File: src/rtl/itr_pkg.sv
// ----------------------------------------------------------------------------
// itr_pkg
// Shared types, codes and a character helper for the integer-to-radix-text block.
// ----------------------------------------------------------------------------
package itr_pkg;

  localparam int unsigned ValueFieldW = 64;
  localparam int unsigned RadixW      = 6;
  localparam int unsigned BufW        = 8;
  localparam int unsigned CharW       = 8;
  localparam int unsigned StatusW     = 2;
  localparam int unsigned DigitW      = 6;
  localparam int unsigned StoreDepth  = 64;
  localparam int unsigned IdxW        = 6;
  localparam int unsigned CountW      = 7;
  localparam int unsigned CfgIdxW     = 2;

  // register indexes on the configuration port
  localparam logic [CfgIdxW-1:0] CfgRadix      = 2'd0;
  localparam logic [CfgIdxW-1:0] CfgSignedMode = 2'd1;
  localparam logic [CfgIdxW-1:0] CfgBufferSize = 2'd2;

  // result status codes
  localparam logic [StatusW-1:0] StatusOk       = 2'd0;
  localparam logic [StatusW-1:0] StatusBadParam = 2'd1;
  localparam logic [StatusW-1:0] StatusTooSmall = 2'd2;

  localparam logic [RadixW-1:0] MinRadix     = 6'd2;
  localparam logic [RadixW-1:0] MaxRadix     = 6'd36;
  localparam logic [RadixW-1:0] DecimalRadix = 6'd10;

  localparam logic [CharW-1:0] CharZero   = 8'h30;
  localparam logic [CharW-1:0] CharLowerA = 8'h61;
  localparam logic [CharW-1:0] CharMinus  = 8'h2d;

  localparam logic [RadixW-1:0] ResetRadix      = 6'd10;
  localparam logic              ResetSignedMode = 1'b1;
  localparam logic [BufW-1:0]   ResetBufferSize = 8'd65;

  typedef struct packed {
    logic [RadixW-1:0] radix;
    logic              signed_mode;
    logic [BufW-1:0]   buffer_size;
  } cfg_t;

  // classified item handed from the front to the back
  typedef struct packed {
    logic [ValueFieldW-1:0] mag;
    logic                   neg;
    logic                   err;
  } cmd_t;

  typedef enum logic [2:0] {
    BK_IDLE,
    BK_DIV,
    BK_CHECK,
    BK_SIGN,
    BK_RD,
    BK_EMIT,
    BK_STAT
  } back_state_e;

  function automatic logic [CharW-1:0] digit_char(input logic [DigitW-1:0] d);
    logic [CharW-1:0] dx;
    dx = {2'b00, d};
    if (d < 6'd10) begin
      digit_char = CharZero + dx;
    end else begin
      digit_char = CharLowerA + dx - 8'd10;
    end
  endfunction

endpackage

File: src/rtl/integer_to_radix_text.sv
// ----------------------------------------------------------------------------
// integer_to_radix_text
// Converts one value per input transfer into its ASCII text in radix 2..36.
// ----------------------------------------------------------------------------
// Usage:
//   Input channel in_valid_i/in_ready_o carries value_i. Output channel
//   out_valid_o/out_ready_i carries character_o, last_o and status_o; one
//   input transfer yields the characters of the text, most significant
//   first (leading '-' for negative signed decimal), last_o on the final one,
//   or a single status-only transfer (character 0, last 1) when the radix or
//   buffer size is invalid or the text plus terminator exceeds buffer_size.
//   Configuration: cfg_we_i writes cfg_wdata_i into register cfg_idx_i
//   (0 radix, 1 signed_mode, 2 buffer_size); write only while idle.
// Operation:
//   Each digit comes from the divider, four quotient bits per cycle; each
//   character is then read back through the registered digit RAM read
//   port (BK_RD, then BK_EMIT). The engine takes one item at a time; a
//   two-entry queue lets the input take items while the engine works.
// Reset: clears the queue, engine and output register; registers return to
//   radix 10, signed mode on, buffer size 65.
// Stall: a held output register stops emission; the input keeps accepting
//   until the queue is full.
// ----------------------------------------------------------------------------
module integer_to_radix_text #(
  parameter int unsigned VALUE_WIDTH = 64
) (
  input  logic                            clk_i,
  input  logic                            rst_ni,
  input  logic                            cfg_we_i,
  input  logic [itr_pkg::CfgIdxW-1:0]     cfg_idx_i,
  input  logic [itr_pkg::BufW-1:0]        cfg_wdata_i,
  input  logic                            in_valid_i,
  output logic                            in_ready_o,
  input  logic [itr_pkg::ValueFieldW-1:0] value_i,
  output logic                            out_valid_o,
  input  logic                            out_ready_i,
  output logic [itr_pkg::CharW-1:0]       character_o,
  output logic                            last_o,
  output logic [itr_pkg::StatusW-1:0]     status_o
);

  itr_pkg::cfg_t cfg_q;
  itr_pkg::cmd_t front_cmd;
  itr_pkg::cmd_t queue_cmd;
  logic          queue_valid;
  logic          queue_ready;

  always_ff @(posedge clk_i or negedge rst_ni) begin
    if (!rst_ni) begin
      cfg_q.radix       <= itr_pkg::ResetRadix;
      cfg_q.signed_mode <= itr_pkg::ResetSignedMode;
      cfg_q.buffer_size <= itr_pkg::ResetBufferSize;
    end else if (cfg_we_i) begin
      case (cfg_idx_i)
        itr_pkg::CfgRadix: begin
          cfg_q.radix <= cfg_wdata_i[itr_pkg::RadixW-1:0];
        end
        itr_pkg::CfgSignedMode: begin
          cfg_q.signed_mode <= cfg_wdata_i[0];
        end
        itr_pkg::CfgBufferSize: begin
          cfg_q.buffer_size <= cfg_wdata_i;
        end
        default: begin
          // drop writes beyond the register list
        end
      endcase
    end
  end

  itr_front #(
    .VALUE_WIDTH (VALUE_WIDTH)
  ) u_front (
    .value_i (value_i),
    .cfg_i   (cfg_q),
    .cmd_o   (front_cmd)
  );

  itr_queue u_queue (
    .clk_i       (clk_i),
    .rst_ni      (rst_ni),
    .in_valid_i  (in_valid_i),
    .in_ready_o  (in_ready_o),
    .in_cmd_i    (front_cmd),
    .out_valid_o (queue_valid),
    .out_ready_i (queue_ready),
    .out_cmd_o   (queue_cmd)
  );

  itr_back #(
    .VALUE_WIDTH (VALUE_WIDTH)
  ) u_back (
    .clk_i       (clk_i),
    .rst_ni      (rst_ni),
    .cfg_i       (cfg_q),
    .cmd_valid_i (queue_valid),
    .cmd_i       (queue_cmd),
    .cmd_ready_o (queue_ready),
    .out_valid_o (out_valid_o),
    .out_ready_i (out_ready_i),
    .character_o (character_o),
    .last_o      (last_o),
    .status_o    (status_o)
  );

endmodule

File: src/rtl/itr_ram.sv
// ----------------------------------------------------------------------------
// itr_ram
// Simple dual-port RAM: one write port, one read port with registered data.
// ----------------------------------------------------------------------------
module itr_ram #(
  parameter int unsigned Width = 6,
  parameter int unsigned Depth = 64
) (
  input  logic                     clk_i,
  input  logic                     we_i,
  input  logic [$clog2(Depth)-1:0] waddr_i,
  input  logic [Width-1:0]         wdata_i,
  input  logic [$clog2(Depth)-1:0] raddr_i,
  output logic [Width-1:0]         rdata_o
);

  logic [Width-1:0] mem_q [Depth];
  logic [Width-1:0] rdata_q;

  always_ff @(posedge clk_i) begin
    if (we_i) begin
      mem_q[waddr_i] <= wdata_i;
    end
    rdata_q <= mem_q[raddr_i];
  end

  assign rdata_o = rdata_q;

endmodule

File: src/rtl/itr_front.sv
// ----------------------------------------------------------------------------
// itr_front
// Classifies an incoming value: parameter check, sign and magnitude.
// ----------------------------------------------------------------------------
module itr_front #(
  parameter int unsigned VALUE_WIDTH = 64
) (
  input  logic [itr_pkg::ValueFieldW-1:0] value_i,
  input  itr_pkg::cfg_t                   cfg_i,
  output itr_pkg::cmd_t                   cmd_o
);

  logic [VALUE_WIDTH-1:0] raw;
  logic                   bad_param;
  logic                   neg;

  assign raw = value_i[VALUE_WIDTH-1:0];

  assign bad_param = (cfg_i.radix < itr_pkg::MinRadix) ||
                     (cfg_i.radix > itr_pkg::MaxRadix) ||
                     (cfg_i.buffer_size == '0);

  // minus sign only for signed decimal text
  assign neg = cfg_i.signed_mode && (cfg_i.radix == itr_pkg::DecimalRadix) &&
               raw[VALUE_WIDTH-1];

  always_comb begin
    cmd_o.err = bad_param;
    cmd_o.neg = neg;
    if (neg) begin
      cmd_o.mag = itr_pkg::ValueFieldW'(~raw + 1'b1);
    end else begin
      cmd_o.mag = itr_pkg::ValueFieldW'(raw);
    end
  end

endmodule

File: src/rtl/itr_queue.sv
// ----------------------------------------------------------------------------
// itr_queue
// Two-entry queue of classified items between front and back.
// ----------------------------------------------------------------------------
module itr_queue (
  input  logic          clk_i,
  input  logic          rst_ni,
  input  logic          in_valid_i,
  output logic          in_ready_o,
  input  itr_pkg::cmd_t in_cmd_i,
  output logic          out_valid_o,
  input  logic          out_ready_i,
  output itr_pkg::cmd_t out_cmd_o
);

  itr_pkg::cmd_t slot_q [2];
  logic          wr_ptr_q, wr_ptr_d;
  logic          rd_ptr_q, rd_ptr_d;
  logic [1:0]    fill_q, fill_d;
  logic          push, pop;

  assign in_ready_o  = (fill_q != 2'd2);
  assign out_valid_o = (fill_q != 2'd0);
  assign out_cmd_o   = slot_q[rd_ptr_q];

  assign push = in_valid_i && in_ready_o;
  assign pop  = out_valid_o && out_ready_i;

  always_comb begin
    wr_ptr_d = wr_ptr_q ^ push;
    rd_ptr_d = rd_ptr_q ^ pop;
    fill_d   = fill_q + {1'b0, push} - {1'b0, pop};
  end

  always_ff @(posedge clk_i or negedge rst_ni) begin
    if (!rst_ni) begin
      wr_ptr_q <= 1'b0;
      rd_ptr_q <= 1'b0;
      fill_q   <= 2'd0;
    end else begin
      wr_ptr_q <= wr_ptr_d;
      rd_ptr_q <= rd_ptr_d;
      fill_q   <= fill_d;
    end
  end

  always_ff @(posedge clk_i) begin
    if (push) begin
      slot_q[wr_ptr_q] <= in_cmd_i;
    end
  end

endmodule

File: src/rtl/itr_back.sv
// ----------------------------------------------------------------------------
// itr_back
// Radix conversion engine: repeated division by the radix, four quotient
// bits per cycle, digits kept in a RAM and emitted most significant first.
// ----------------------------------------------------------------------------
module itr_back #(
  parameter int unsigned VALUE_WIDTH = 64
) (
  input  logic                         clk_i,
  input  logic                         rst_ni,
  input  itr_pkg::cfg_t                cfg_i,
  input  logic                         cmd_valid_i,
  input  itr_pkg::cmd_t                cmd_i,
  output logic                         cmd_ready_o,
  output logic                         out_valid_o,
  input  logic                         out_ready_i,
  output logic [itr_pkg::CharW-1:0]    character_o,
  output logic                         last_o,
  output logic [itr_pkg::StatusW-1:0]  status_o
);

  localparam int unsigned BitsPerCycle = 4;
  localparam int unsigned PadW  = ((VALUE_WIDTH + BitsPerCycle - 1) / BitsPerCycle) *
                                  BitsPerCycle;
  localparam int unsigned Iters = PadW / BitsPerCycle;
  localparam int unsigned IterW = (Iters > 1) ? $clog2(Iters) : 1;

  itr_pkg::back_state_e state_q, state_d;

  logic [PadW-1:0]                 dvd_q, dvd_d, dvd_n;
  logic [itr_pkg::DigitW-1:0]      rem_q, rem_d, rem_n;
  logic [IterW-1:0]                iter_q, iter_d;
  logic [itr_pkg::CountW-1:0]      count_q, count_d;
  logic [itr_pkg::IdxW-1:0]        idx_q, idx_d;
  logic                            neg_q, neg_d;
  logic [itr_pkg::StatusW-1:0]     stat_q, stat_d;
  logic                            out_valid_q, out_valid_d;
  logic [itr_pkg::CharW-1:0]       char_q, char_d;
  logic                            last_q, last_d;
  logic [itr_pkg::StatusW-1:0]     status_q, status_d;
  logic                            ram_we;
  logic [itr_pkg::DigitW-1:0]      ram_rdata;
  logic                            out_free;
  logic [itr_pkg::BufW-1:0]        text_len;

  // four restoring division steps on the narrow remainder
  always_comb begin
    logic [PadW-1:0]              d;
    logic [itr_pkg::DigitW:0]     r;
    logic [itr_pkg::DigitW-1:0]   rm;
    d  = dvd_q;
    rm = rem_q;
    for (int k = 0; k < BitsPerCycle; k++) begin
      r = {rm, d[PadW-1]};
      d = {d[PadW-2:0], 1'b0};
      if (r >= {1'b0, cfg_i.radix}) begin
        r    = r - {1'b0, cfg_i.radix};
        d[0] = 1'b1;
      end
      rm = r[itr_pkg::DigitW-1:0];
    end
    dvd_n = d;
    rem_n = rm;
  end

  assign out_free = !out_valid_q || out_ready_i;
  assign text_len = itr_pkg::BufW'(count_q) + itr_pkg::BufW'(neg_q) + 8'd1;

  always_comb begin
    state_d     = state_q;
    dvd_d       = dvd_q;
    rem_d       = rem_q;
    iter_d      = iter_q;
    count_d     = count_q;
    idx_d       = idx_q;
    neg_d       = neg_q;
    stat_d      = stat_q;
    out_valid_d = out_valid_q && !out_ready_i;
    char_d      = char_q;
    last_d      = last_q;
    status_d    = status_q;
    ram_we      = 1'b0;
    cmd_ready_o = 1'b0;

    case (state_q)
      itr_pkg::BK_IDLE: begin
        cmd_ready_o = 1'b1;
        if (cmd_valid_i) begin
          neg_d   = cmd_i.neg;
          dvd_d   = PadW'(cmd_i.mag[VALUE_WIDTH-1:0]);
          rem_d   = '0;
          iter_d  = '0;
          count_d = '0;
          if (cmd_i.err) begin
            stat_d  = itr_pkg::StatusBadParam;
            state_d = itr_pkg::BK_STAT;
          end else begin
            state_d = itr_pkg::BK_DIV;
          end
        end
      end
      itr_pkg::BK_DIV: begin
        dvd_d  = dvd_n;
        rem_d  = rem_n;
        iter_d = iter_q + 1'b1;
        if (iter_q == IterW'(Iters - 1)) begin
          // digit done: store it, start on the quotient
          ram_we  = 1'b1;
          count_d = count_q + 1'b1;
          iter_d  = '0;
          rem_d   = '0;
          if (dvd_n == '0) begin
            state_d = itr_pkg::BK_CHECK;
          end
        end
      end
      itr_pkg::BK_CHECK: begin
        idx_d = itr_pkg::IdxW'(count_q - 1'b1);
        if (text_len > cfg_i.buffer_size) begin
          stat_d  = itr_pkg::StatusTooSmall;
          state_d = itr_pkg::BK_STAT;
        end else if (neg_q) begin
          state_d = itr_pkg::BK_SIGN;
        end else begin
          state_d = itr_pkg::BK_RD;
        end
      end
      itr_pkg::BK_SIGN: begin
        if (out_free) begin
          out_valid_d = 1'b1;
          char_d      = itr_pkg::CharMinus;
          last_d      = 1'b0;
          status_d    = itr_pkg::StatusOk;
          state_d     = itr_pkg::BK_RD;
        end
      end
      itr_pkg::BK_RD: begin
        // wait for the registered read of digit idx_q
        state_d = itr_pkg::BK_EMIT;
      end
      itr_pkg::BK_EMIT: begin
        if (out_free) begin
          out_valid_d = 1'b1;
          char_d      = itr_pkg::digit_char(ram_rdata);
          last_d      = (idx_q == '0);
          status_d    = itr_pkg::StatusOk;
          if (idx_q == '0) begin
            state_d = itr_pkg::BK_IDLE;
          end else begin
            idx_d   = idx_q - 1'b1;
            state_d = itr_pkg::BK_RD;
          end
        end
      end
      itr_pkg::BK_STAT: begin
        if (out_free) begin
          out_valid_d = 1'b1;
          char_d      = '0;
          last_d      = 1'b1;
          status_d    = stat_q;
          state_d     = itr_pkg::BK_IDLE;
        end
      end
      default: begin
        state_d = itr_pkg::BK_IDLE;
      end
    endcase
  end

  always_ff @(posedge clk_i or negedge rst_ni) begin
    if (!rst_ni) begin
      state_q     <= itr_pkg::BK_IDLE;
      iter_q      <= '0;
      count_q     <= '0;
      idx_q       <= '0;
      out_valid_q <= 1'b0;
    end else begin
      state_q     <= state_d;
      iter_q      <= iter_d;
      count_q     <= count_d;
      idx_q       <= idx_d;
      out_valid_q <= out_valid_d;
    end
  end

  always_ff @(posedge clk_i) begin
    dvd_q    <= dvd_d;
    rem_q    <= rem_d;
    neg_q    <= neg_d;
    stat_q   <= stat_d;
    char_q   <= char_d;
    last_q   <= last_d;
    status_q <= status_d;
  end

  itr_ram #(
    .Width (itr_pkg::DigitW),
    .Depth (itr_pkg::StoreDepth)
  ) u_digit_store (
    .clk_i   (clk_i),
    .we_i    (ram_we),
    .waddr_i (count_q[itr_pkg::IdxW-1:0]),
    .wdata_i (rem_n),
    .raddr_i (idx_q),
    .rdata_o (ram_rdata)
  );

  assign out_valid_o = out_valid_q;
  assign character_o = char_q;
  assign last_o      = last_q;
  assign status_o    = status_q;

`ifndef ASSERT_OFF
  a_count_bound: assert property (@(posedge clk_i) disable iff (!rst_ni)
    count_q <= itr_pkg::CountW'(itr_pkg::StoreDepth))
    else $error("digit count beyond store depth");

  a_status_only: assert property (@(posedge clk_i) disable iff (!rst_ni)
    (out_valid_q && status_q != itr_pkg::StatusOk) |-> (last_q && char_q == '0))
    else $error("status result not a lone last item");

  a_emit_has_digits: assert property (@(posedge clk_i) disable iff (!rst_ni)
    (state_q == itr_pkg::BK_RD || state_q == itr_pkg::BK_EMIT) |-> count_q != '0)
    else $error("emission without stored digits");

  a_div_radix_ok: assert property (@(posedge clk_i) disable iff (!rst_ni)
    state_q == itr_pkg::BK_DIV |->
      (cfg_i.radix >= itr_pkg::MinRadix && cfg_i.radix <= itr_pkg::MaxRadix))
    else $error("division with invalid radix");
`endif

endmodule

File: config.mk
export PLATFORM = sky130hd
export DESIGN_NAME = integer_to_radix_text
export DESIGN_NICKNAME = d
export VERILOG_FILES = /design/src/rtl/itr_pkg.sv /design/src/rtl/integer_to_radix_text.sv /design/src/rtl/itr_ram.sv /design/src/rtl/itr_front.sv /design/src/rtl/itr_queue.sv /design/src/rtl/itr_back.sv
export SDC_FILE = /design/constraint.sdc
export NUM_CORES = 1
export LEC_CHECK = 0
export ABC_AREA = 1
export CAP_MARGIN = 20
export CORE_MARGIN = 2
export CORE_UTILIZATION = 59
export CTS_BUF_LIST = sky130_fd_sc_hd__clkbuf_4 sky130_fd_sc_hd__clkbuf_8
export DETAILED_ROUTE_END_ITERATION = 10
export DONT_BUFFER_PORTS = 1
export GPL_ROUTABILITY_DRIVEN = 0
export PLACE_DENSITY = 0.75
export SLEW_MARGIN = 20
export SYNTH_ARGS = -nofsm -noshare
export SYNTH_HDL_FRONTEND = slang
export SYNTH_SLANG_ARGS = --single-unit
File: constraint.sdc
create_clock -name clk_i -period 9 [get_ports clk_i]
set_input_delay 0 -clock clk_i [delete_from_list [all_inputs] [get_ports clk_i]]
set_output_delay 0 -clock clk_i [all_outputs]
set_load 0.02 [all_outputs]
== Word level (Yosys, flattened, before mapping) ==
Memory sizes are Yosys's and may differ from the RTL's. A register that Yosys moved wholly into a read port is not among the register bits.
Cells that the tools add are included.

* Add/subtract/negate cells: 16
* Order comparisons: 8
* Equal/unequal tests: 21
* Mux-type cells: 59
* Bitwise operators: 3
* Reductions and logical operators: 34

{| class="wikitable"
|+ Operators with widths
! cell !! count
|-
| $mux 64 || 2
|-
| $pmux 64 s2 || 1
|-
| $add 64x1->64 const B || 1
|-
| $logic_not 64->1 || 1
|-
| $not 64->64 || 1
|-
| $mux 6 || 8
|-
| $mux 8 || 4
|-
| $mux 3 || 10
|-
| $ge 7x6->1 || 4
|-
| $pmux 6 s2 || 2
|-
| $pmux 8 s3 || 1
|-
| $sub 6x6->6 || 4
|-
| $pmux 3 s7 || 1
|-
| $mux 1 || 16
|-
| $mux 7 || 2
|-
| $ne 2x1->1 const B || 7
|-
| $pmux 7 s2 || 1
|-
| $sub 6x1->6 const B || 2
|-
| $mux 2 || 5
|-
| $reduce_and 2->1 || 5
|-
| $reduce_bool 2->1 || 5
|-
| $eq 3x3->1 const B || 3
|-
| $reduce_and 3->1 || 3
|-
| $add 7x1->8 || 1
|-
| 36 further kinds || 51
|}

* Register bits after elaboration: 124
* Memory bits (writable): 516
* Input port bits: 79
* Output and inout port bits: 13
* Logic and storage cells: 161
* Memories: 2

{| class="wikitable"
|+ Memory list
! name !! depth !! width !! read ports !! clocked after Yosys merged registers in !! wr ports !! RTL line !! source
|-
| u_back.u_digit_store.mem_q || 64 || 6 || 1 || 1 || 1 || itr_ram.sv:17 || <nowiki>logic [Width-1:0] mem_q [Depth];</nowiki>
|-
| u_queue.slot_q || 2 || 66 || 1 || 0 || 1 || itr_queue.sv:16 || <nowiki>itr_pkg::cmd_t slot_q [2];</nowiki>
|}

== Logic depth before layout (Yosys ltp) ==
* Depth after elaboration: 12
* Mapped depth: 46
* Depth with buffers taken out: 44

== Hierarchy ==
Synthesis repeated with hierarchy kept, for this count alone.

* Cell total of the unflattened synthesis: 3,157
* Area, all modules: 30,854.6 um2

{| class="wikitable"
|+ Modules (own cells, without submodules)
! module !! instances !! cells each !! area an instance (um2) !! seq. area each (um2)
|-
| itr_ram || 1 || 1,376 || 15,930.3 || 11,651.2
|-
| itr_back || 1 || 815 || 6,761.5 || 3,047.9
|-
| itr_queue || 1 || 376 || 5,011.1 || 4,063.9
|-
| itr_front || 1 || 521 || 2,489.9 || 0.0
|-
| integer_to_radix_text || 1 || 69 || 661.9 || 381.6
|}

== Worst setup path after synthesis ==
No wires, ideal clock.

* Path kind: register -> register
* Start: register cfg_q[10] (netlist name)
* End: memory u_back.u_digit_store.mem_q[0][4], data pin
* Setup time: 515 ps
* Arrival time: 6,378 ps
* Data required time: 8,485 ps
* Slack: 2,107 ps
* Cell stages (with the launch flop): 44
* Buffers on the path: 2
* Period minus slack after synthesis: 6,893 ps
* Cell sequence: dfstp_2 inv_1 ha_1 nand3_1 nand2_4 nand2_2 nand3_2 buf_6 nand2_1 o21a_1 inv_1 ha_1 a21oi_1 nand2_1 nand3_1 nand2_1 a21oi_2 nand2_4 [... 8 more ...] a21oi_1 nand2_1 nor2_4 nand2_1 o21ai_1 ha_1 a21oi_1 nand2_1 nand2_1 nand2_1 a21oi_1 o21ai_0 a21oi_1 a21boi_2 nand2_2 buf_6 nand2_2 nand2_1

* Cells in the longest elaborated chain, start to end: 8
* Elaborated cells between the ends (all ways): 12
* Those cells by class: add/sub (4); order compare (4); mux (4)

{| class="wikitable"
|+ RTL lines
! what !! RTL line !! source
|-
| from (decl) || integer_to_radix_text.sv:42 || <nowiki>itr_pkg::cfg_t cfg_q;</nowiki>
|-
| $sub 6x6->6 / $ge 7x6->1 (equally long branches) || itr_back.sv:57, itr_back.sv:56 ||
|-
| $mux 6 || itr_back.sv:56 || <nowiki>if (r >= {1'b0, cfg_i.radix}) begin</nowiki>
|-
| $sub 6x6->6 / $ge 7x6->1 (equally long branches) || itr_back.sv:57, itr_back.sv:56 ||
|-
| $mux 6 || itr_back.sv:56 ||
|-
| $sub 6x6->6 / $ge 7x6->1 (equally long branches) || itr_back.sv:57, itr_back.sv:56 ||
|-
| $mux 6 || itr_back.sv:56 ||
|-
| $sub 6x6->6 / $ge 7x6->1 (equally long branches) || itr_back.sv:57, itr_back.sv:56 ||
|-
| $mux 6 (*) || itr_back.sv:56 ||
|-
| net u_back.rem_n (one bit) || itr_back.sv:31 || <nowiki>logic [itr_pkg::DigitW-1:0] rem_q, rem_d, rem_n;</nowiki>
|-
| to (decl) || itr_ram.sv:17 ||
|}

Mark *: on every way through the listed nets, which the timed path passes. The rest lies on a longest branch.

== Worst setup path after layout ==
* Start: register cfg_q[10] (netlist name)
* End: memory u_back.u_digit_store.mem_q[26][1], data pin

* Cells in the longest elaborated chain, start to end: 8
* Elaborated cells between the ends (all ways): 12
* Those cells by class: add/sub (4); order compare (4); mux (4)

{| class="wikitable"
|+ RTL lines
! what !! RTL line
|-
| $sub 6x6->6 / $ge 7x6->1 (equally long branches) || itr_back.sv:57, itr_back.sv:56
|-
| $mux 6 || itr_back.sv:56
|-
| $sub 6x6->6 / $ge 7x6->1 (equally long branches) || itr_back.sv:57, itr_back.sv:56
|-
| $mux 6 || itr_back.sv:56
|-
| $ge 7x6->1 / $sub 6x6->6 (equally long branches) || itr_back.sv:56, itr_back.sv:57
|-
| $mux 6 || itr_back.sv:56
|-
| $sub 6x6->6 / $ge 7x6->1 (equally long branches) || itr_back.sv:57, itr_back.sv:56
|-
| $mux 6 (*) || itr_back.sv:56
|-
| net u_back.rem_n (one bit) || itr_back.sv:31
|}

Marked as above.

==> results.tsv <==
stage	metric	value	unit
status	status	finished, final reports clean	
worst_setup_path	cp_slowest_cell	dfstp_2	
timing	rsz0062_at_grt	no	
cells_and_area	drive_above_1_share	9.22	%
worst_setup_path	cp-end-kind	register	
detailed_routing	dr.pass1.iters	5	
global_route	grt_pass1_vias	20600	
synthesis	yosysSeqAreaShare	66.0	%
worst_setup_path	startpoint_type	register	
cells_and_area	nets	2904	
worst_setup_path	max_stage_delay	590	ps
timing	tns	0	ps
detailed_routing	drt.antenna.violating_nets	0	
worst_setup_path	path_buf_inv	5	
clocking	post_cts_buffers	0	
synthesis	synth_area	29000	um^2
synthesis	ys_warn_count	0	
cells_and_area	final_common_cell	edfxtp_1	
cells_and_area	layout_common_cells	edfxtp_1, nor2_1, nand2_1	
clocking	cts.reportedPaths.clkPinSlew	60	ps
detailed_routing	via_per_inst	6.01	
global_route	grt_max_degree	99	
cells_and_area	areaGrowthSynthToFinish	14.0	%
die	core_area	48700	um^2
synthesis	synthesis.instances	2616	
die	fp.dieH	226	um
placement	portBuffers	0	
worst_setup_path	crit_family	compound AO/OA/AOI/OAI gates	
clocking	numClockSinks	646	
cells_and_area	fillers	3422	
global_route	grt-ovfl-total	0	
timing	hold_viol	0	
timing	drv_slew	0	
clocking	insertion_delay	720	ps
hold_path	hp-class	input port to register	
detailed_routing	routed_wl	72000	um
clocking	cts_tree	built	
global_route	track_usage	28.4	%
die	initial_core_util	59.5	%
die	ioPinCount	92	
clocking	cts_max_level	3	
die	die_width	226	um
detailed_routing	drt_iter0_drc	2353	
timing	setup_viol	0	
die	die_area	50900	um^2
synthesis	syn_avg_cell_area	11.1	um^2
global_route	grt_pass1_wl	111000	um
worst_setup_path	crit_path_frequent_cell	nand2_1	
clocking	clockBufferDepth	3	
worst_setup_path	crit_arrival	8770	ps
clocking	cts_buffers	100	
clocking	ctsRootBufferMaster	clkbuf_8	
worst_setup_path	crit_type	register to register	
timing	min_period	8360	ps
timing	fin_crit_sh	92.9	%
job	maxCapViolCount	0	
detailed_routing	drc_errors	0	
global_route	antenna_found_initial	0	
detailed_routing	num_vias	21100	
detailed_routing	wire_per_inst	20.5	um
synthesis	syn_nets	2746	
worst_setup_path	worstPathRequired	9410	ps
synthesis	ys_ff_latch	646	
timing	worstMarginPinSlew	1110	ps
timing	fmax	120	MHz
worst_setup_path	crit_path_max_fanout	33	
synthesis	ys_types	52	
timing	skew	29.4	ps
die	rows	81	
timing	slew_headroom	26.2	%
cells_and_area	antenna-diode-count	0	
placement	detailedPlacementHpwl	42500	um
-- what timing repair did --
item / in CTS / in global routing
hold buffers: 147 / 0
hold endpoints to repair: 203 / 0
gates resized for setup: 0 / 3
endpoints found under the setup margin: 0 / 105
-- per-stage QoR --
step | hold slack, ps | cells | setup slack [ps] | util [%] | instance area, um^2
floorplan | -296 | 2616 | 2110 | - | 29000
global placement | -295 | 3186 | 1030 | 60.7 | 29600
detailed placement | -295 | 3186 | 585 | 60.7 | 29600
CTS | 4.74 | 3512 | 545 | 67.8 | 33000
global route | 33.9 | 3515 | 35.5 | 67.8 | 33100
finish | 44.4 | 3515 | 642 | 67.8 | 33100
-- state kept, by name, indices dropped and copies added, names as in the netlist, 3 cells and up --
signal and count:
u_back.character_o 8, u_back.iter_q 4, cfg_q 15, u_back.u_digit_store.rdata_o 6, u_back.u_digit_store.mem_q 384, u_back.count_q 7
u_back.dvd_q 64, u_back.rem_q 6, u_back.state_q 3, u_back.idx_q 6, u_queue.slot_q 132
-- cell families after synthesis --
kind of cell,Yosys count,share of synthesized area [%]
AOI/OAI and AO/OA,521,10.6
xor gates and xnor gates,84,2.54
adders and majority gates,51,2.30
buffers and inverters,285,3.76
DFF,646,66.0
and+or+nand+nor,1029,14.8
-- Yosys cell counts (all sizes together) --
cell type	number	area, um^2
o21bai	1	7.51
clkbuf	112	420
o21ai	276	1420
buf	10	57.6
nor2	475	1820
nand2	376	1460
o211ai	16	120
a221oi	1	8.76
o21a	1	7.51
clkinv	3	11.3
nor4	22	138
dfrtp	35	876
o22ai	61	382
nand4	36	225
a21o	2	15.0
xnor2	30	263
a31oi	68	425
o31ai	4	43.8
nand3b	3	22.5
o221ai	37	324
or2	3	18.8
edfxtp	600	18000
a211oi	1	7.51
fa	4	80.1
a32o	1	10.0
a22o	1	8.76
a21oi	48	252
o31a	1	8.76
nor3	27	166
a21boi	2	18.8
dfstp	5	131
dfxtp	6	120
inv	160	601
xor2	54	473
nand3	87	450
ha	47	588
-- layer usage --
| layer | wire length (um) | part of all wire (%) | GRT usage, % | vias up |
|---|---|---|---|---|
| met4 | 2880 | 4.0 | 12.4 | 0 |
| met2 | 35700 | 50 | 48.3 | 1134 |
| met3 | 5870 | 8.1 | 5.13 | 217 |
| met5 | 0 | 0 | 0 | - |
| li1 | - | - | - | 9649 |
| met1 | 27600 | 38 | 35.8 | 10100 |
-- final cells by class --
cell class                 instances  area (um^2)  area share, %
timing repair inverter             3         15.0         0.0454
clock inverter                    48          343           1.04
sequential                       646        19200           57.9
multi-input combinational       1685         8780           26.6
inverter                         163          628           1.90
tap                              664          831           2.51
timing repair buffer             175         1700           5.15
clock buffer                     131         1610           4.87
-- worst register-to-register path, delay by kind of cell, from the launching register on --
family / cells / cell delay (ps)
DFF: 1 / 590
AOI/OAI and AO/OA: 13 / 2530
buffers and inverters: 5 / 1230
adders and majority gates: 4 / 1430
and+or+nand+nor: 20 / 2290
-- final timing paths --
kind	end	slack, ps	from	cells after the start
setup reg to reg	u_back.u_digit_store.mem_q[26][1]$_DFFE_PP_	640	cfg_q[10]$_DFFE_PN1P_	42
min in group asynchronous	u_back.count_q[0]$_DFFE_PN0P_	390	rst_ni	4
max in group asynchronous	cfg_q[10]$_DFFE_PN1P_	8330	rst_ni	4
hold / removal	u_back.out_valid_o$_DFF_PN0_	40	out_ready_i	4
hold reg to reg	u_back.iter_q[0]$_DFFE_PN0P_	520	u_back.iter_q[0]$_DFFE_PN0P_	1
setup / recovery	u_back.u_digit_store.mem_q[26][1]$_DFFE_PP_	640	cfg_q[10]$_DFFE_PN1P_	42
Power is not shown: default switching activity piles up to over one toggle a cycle in this logic, so the estimate is an artifact.
